`src/hw/rtl/spvf_pkg.sv`:
```
// ----------------------------------------------------------------------------
// Scan point velocity filter package
// Shared sizes, register codes and the velocity store control bundle.
// ----------------------------------------------------------------------------
package spvf_pkg;

   localparam int NUM_POINTS = 360;
   localparam int TIME_INDEX = 69;
   localparam int IDX_W      = $clog2(NUM_POINTS);

   localparam int DIVIDEND_W = 36;
   localparam int DIVISOR_W  = 21;
   localparam int CNT_W      = 10;

   localparam logic [19:0] VEL_SCALE = 20'd1000000;

   localparam logic [1:0] REG_RANGE_LIMIT   = 2'd0;
   localparam logic [1:0] REG_SPEED_LIMIT   = 2'd1;
   localparam logic [1:0] REG_OUTLIER_SPEED = 2'd2;
   localparam logic [1:0] REG_OUTLIER_LIMIT = 2'd3;

   typedef struct packed {
      logic             wr_en;
      logic [IDX_W-1:0] wr_addr;
      logic [31:0]      wr_data;
      logic             rd_en;
      logic [8:0]       rd_addr;
      logic             zero_set;
      logic             zero_val;
   } vel_ctl_type;

endpackage

```
`src/hw/rtl/spvf_div.sv`:
```
// ----------------------------------------------------------------------------
// Scan point velocity filter divider
// Restoring unsigned divider, one quotient bit per cycle.
// ----------------------------------------------------------------------------
module spvf_div (
   input  logic                           clock,
   input  logic                           reset,
   input  logic                           start,
   input  logic [spvf_pkg::DIVIDEND_W-1:0] dividend,
   input  logic [spvf_pkg::DIVISOR_W-1:0]  divisor,
   output logic                           busy,
   output logic [spvf_pkg::DIVIDEND_W-1:0] quotient
);
   import spvf_pkg::*;

   logic                  busy_ff;
   logic [5:0]            cnt_ff;
   logic [DIVISOR_W-1:0]  rem_ff;
   logic [DIVIDEND_W-1:0] quo_ff;
   logic [DIVISOR_W:0]    shifted;
   logic [DIVISOR_W:0]    diff;
   logic                  ge;

   assign shifted  = {rem_ff, quo_ff[DIVIDEND_W-1]};
   assign ge       = shifted >= {1'b0, divisor};
   assign diff     = shifted - {1'b0, divisor};
   assign busy     = busy_ff;
   assign quotient = quo_ff;

   always_ff @(posedge clock) begin
      if (reset) begin
         busy_ff <= 1'b0;
         cnt_ff  <= '0;
      end else if (start) begin
         busy_ff <= 1'b1;
         cnt_ff  <= 6'(DIVIDEND_W - 1);
      end else if (busy_ff) begin
         if (cnt_ff == 6'd0) begin
            busy_ff <= 1'b0;
         end
         cnt_ff <= cnt_ff - 6'd1;
      end
   end

   always_ff @(posedge clock) begin
      if (start) begin
         rem_ff <= '0;
         quo_ff <= dividend;
      end else if (busy_ff) begin
         rem_ff <= ge ? diff[DIVISOR_W-1:0] : shifted[DIVISOR_W-1:0];
         quo_ff <= {quo_ff[DIVIDEND_W-2:0], ge};
      end
   end

endmodule

```
`config.mk`:
```
export PLATFORM = sky130hd
export DESIGN_NAME = spvf_div
export DESIGN_NICKNAME = d
export VERILOG_FILES = /design/src/hw/rtl/spvf_pkg.sv /design/src/hw/rtl/spvf_div.sv
export SDC_FILE = /design/constraint.sdc
export NUM_CORES = 1
export LEC_CHECK = 0
export ABC_AREA = 1
export BUFFER_PORTS_ARGS = -buffer_cell sky130_fd_sc_hd__buf_2
export CELL_PAD_IN_SITES_DETAIL_PLACEMENT = 1
export CELL_PAD_IN_SITES_GLOBAL_PLACEMENT = 2
export CORE_ASPECT_RATIO = 0.6
export CORE_MARGIN = 4
export CORE_UTILIZATION = 30
export DETAILED_ROUTE_END_ITERATION = 6
export PLACE_DENSITY = 0.88
export SLEW_MARGIN = 15
export SYNTH_ARGS = -nofsm -noshare
export SYNTH_HDL_FRONTEND = slang
export SYNTH_SLANG_ARGS = --single-unit
```
`constraint.sdc`:
```
create_clock -name clock -period 2.6 [get_ports clock]
set_input_delay 0.26 -clock clock [delete_from_list [all_inputs] [get_ports clock]]
set_output_delay 0.26 -clock clock [all_outputs]
set_load 0.01 [all_outputs]
```
==> metrics.yaml <==
hold_class: "in2reg"
antenna_found_initial: 0
ant_nets: 0
status: "complete, no violations"
grtUsageTotal: 0.1737
routabilityCongestion: 0.8449
synth_common_cells: "264 x nand2_1, 103 x inv_1, 58 x nand3_1"
swShare: 0.2701
totalWireLength_mm: 14.83
die-area_mm2: 0.01702
p_int_uw: 2192
hold_viol_final: 0
cts_buffers: 9
setup_viol_count_final: 0
synth_flop_cell: "edfxtp_1"
synth-seq-cells: 64
p_per_area_mw_per_mm2: 545.4
fin_hold_ws_ps: 119.4
end_kind: "flip-flop"
slew_headroom: 0.6090
drt_iter0_markers: 252
synth_top_cell_by_area: "edfxtp_1"
place_hpwl_mm: 11.86
place_area_mm2: 0.005165
wl_per_cell_um: 15.43
synth_nets: 744
drc_errors: 0
leakage_uw: 0.002971
vdd_drop_max_uv: 281.7
fmax_mhz: 420.2
synth.most_common_cell: "nand2_1"
grt_max_degree: 43
htreeDepth: 3
clock_path_buffers: 2
yosys-top-cells-area: "edfxtp_1 24%, nand2_1 22%, dfxtp_1 13%"
seqPwrFrac: 0.401
yosys_warnings: 0
die_h_um: 102.7
synth_edf_count: 36
p_clk_frac: 0.453
final_core_util: 0.3784
cts.sinks: 64
clock_latency_ps: 340
vias: 4356
min_period_ps: 2380
syn_avg_cell_area_um2: 6.789
slew_violations: 0
place.port_buffers: 96
hold_buffers: 0
netlist_instances: 660
dieWidth_um: 165.8
num_io_pins: 97
nets: 842
pwr-share-comb: 0.146
cts_tree: "done"
dr.pass1.iters: 4
tightest_slew_ps: 586.5
synth_cell_type_count: 37
synth_top_area_frac: 0.2413
min_period_over_period: 0.9152
fp-row-count: 34
cap_violations: 0
yosysSeqAreaShare: 0.3664
rsz0062_at_grt: "no"
power_uw: 3003
clk_pin_slew_ps: 60
area_delta_synth_final_pct: 22.87
syn_area_mm2: 0.004481
switching_power_uw: 811.2
grt-ovfl-total: 0
finalClockSkew_ps: 15.02
critPathLaunchType: "flip-flop"
via_per_inst: 4.533
cts.root.buffer_cell: "clkbuf_16"
post-route-cell-area_mm2: 0.005505
grt_pass1_vias: 4504
core_area_mm2: 0.01455
cp_data_arrival_time_ps: 2570
synthArstFlopShare: 0
diodes: 0
grt_first_pass_wirelength_mm: 23.65
worst-setup-path-type: "reg2reg"
drive_gt1_frac: 0.1979
critPathMaxFanout: 11
start_util: 0.3080
fin_tns_setup_ps: 0
required_ps: 2800
## per-layer routing
| metal | global-route usage | vias to the layer above | share of wire |
|---|---|---|---|
| li1 | - | 2250 | - |
| met4 | 0.03295 | 0 | 0.0052 |
| met1 | 0.2598 | 2038 | 0.53 |
| met3 | 0.03985 | 5 | 0.042 |
| met2 | 0.2575 | 63 | 0.42 |
| met5 | 0 | - | 0 |
## area by class of cell
class	instances	area [um^2]
clock inverters	6	92.59
fillers	1922	9044
multi-input cells	470	2335
inverters	109	409.1
well taps	198	247.7
flip-flops and latches	64	1642
repair buffers	104	540.5
clock buffers	10	239.0
## kinds of logic (layout without fill, tap and decap cells)
group / after synthesis / in the layout / share of synthesized area
DFF: 64 / 64 / 0.3664
AOI/OAI and AO/OA: 33 / 33 / 0.04273
adders and majority gates: 24 / 24 / 0.06870
xor gates and xnor gates: 10 / 10 / 0.01955
and+or+nand+nor: 403 / 403 / 0.3882
buffers and inverters: 126 / 229 / 0.1145
## through the flow
step / setup slack (ps) / cells
after detailed placement: 210.3 / 945
after CTS: 184.5 / 961
final: 220.4 / 961
after global routing: 28.15 / 961
after global placement: 271.9 / 945
after floorplan: 560.4 / 660
## cells in the final DEF, fill, tap and decap left out, drive strengths merged, types with 3 or more instances in the layout
cell type	netlist	routed
nand2	275	275
inv	108	108
buf	8	104
nand3	62	62
nor2	45	45
edfxtp	36	36
dfxtp	28	28
ha	23	23
a21oi	15	15
o21ai	13	13
nand3b	11	11
clkbuf	9	10
xnor2	8	8
nand4	5	5
clkinv	1	3
## worst max-delay path: stages (launching register included)
cell and delay, ps:
edfxtp_1 390, inv_1 110, ha_1 180, inv_1 70
fa_1 440, nand2_1 110, nand3_2 120, nand2_2 120
nand2_2 100, nand2_8 130, buf_4 200, nand3_1 90
nand3_1 110, o21ai_1 70
## power groups by stage
stage / logic (uW) / registers [uW] / clock network (uW)
CTS: 446 / 1200 / 1390
floorplan: 217 / 1250 / 0
detailed placement: 442 / 1220 / 0
global route: 493 / 1210 / 1440
finish: 438 / 1200 / 1360
global placement: 431 / 1220 / 0
## registers in the layout, summed over array words and instances (netlist names)
| signal | count |
|---|---|
| quotient | 36 |
| rem_ff | 21 |
| cnt_ff | 6 |
| busy | 1 |
## final timing paths
path	from	endpoint	slack, ps	cells past startpoint
worst max-delay path	quotient[35]$_DFFE_PP_	rem_ff[3]$_SDFFE_PP0P_	220	13
worst max register to register	quotient[35]$_DFFE_PP_	rem_ff[3]$_SDFFE_PP0P_	220	13
worst min register to register	rem_ff[20]$_SDFFE_PP0P_	rem_ff[20]$_SDFFE_PP0P_	470	2
worst min-delay path	reset	cnt_ff[1]$_SDFFE_PP0P_	120	2
## what timing repair did
action / CTS / global route
setup buffers: 0 / 0
setup endpoints to repair: 0 / 1
resized for setup: 0 / 1
(Power assumes the default switching activity.)
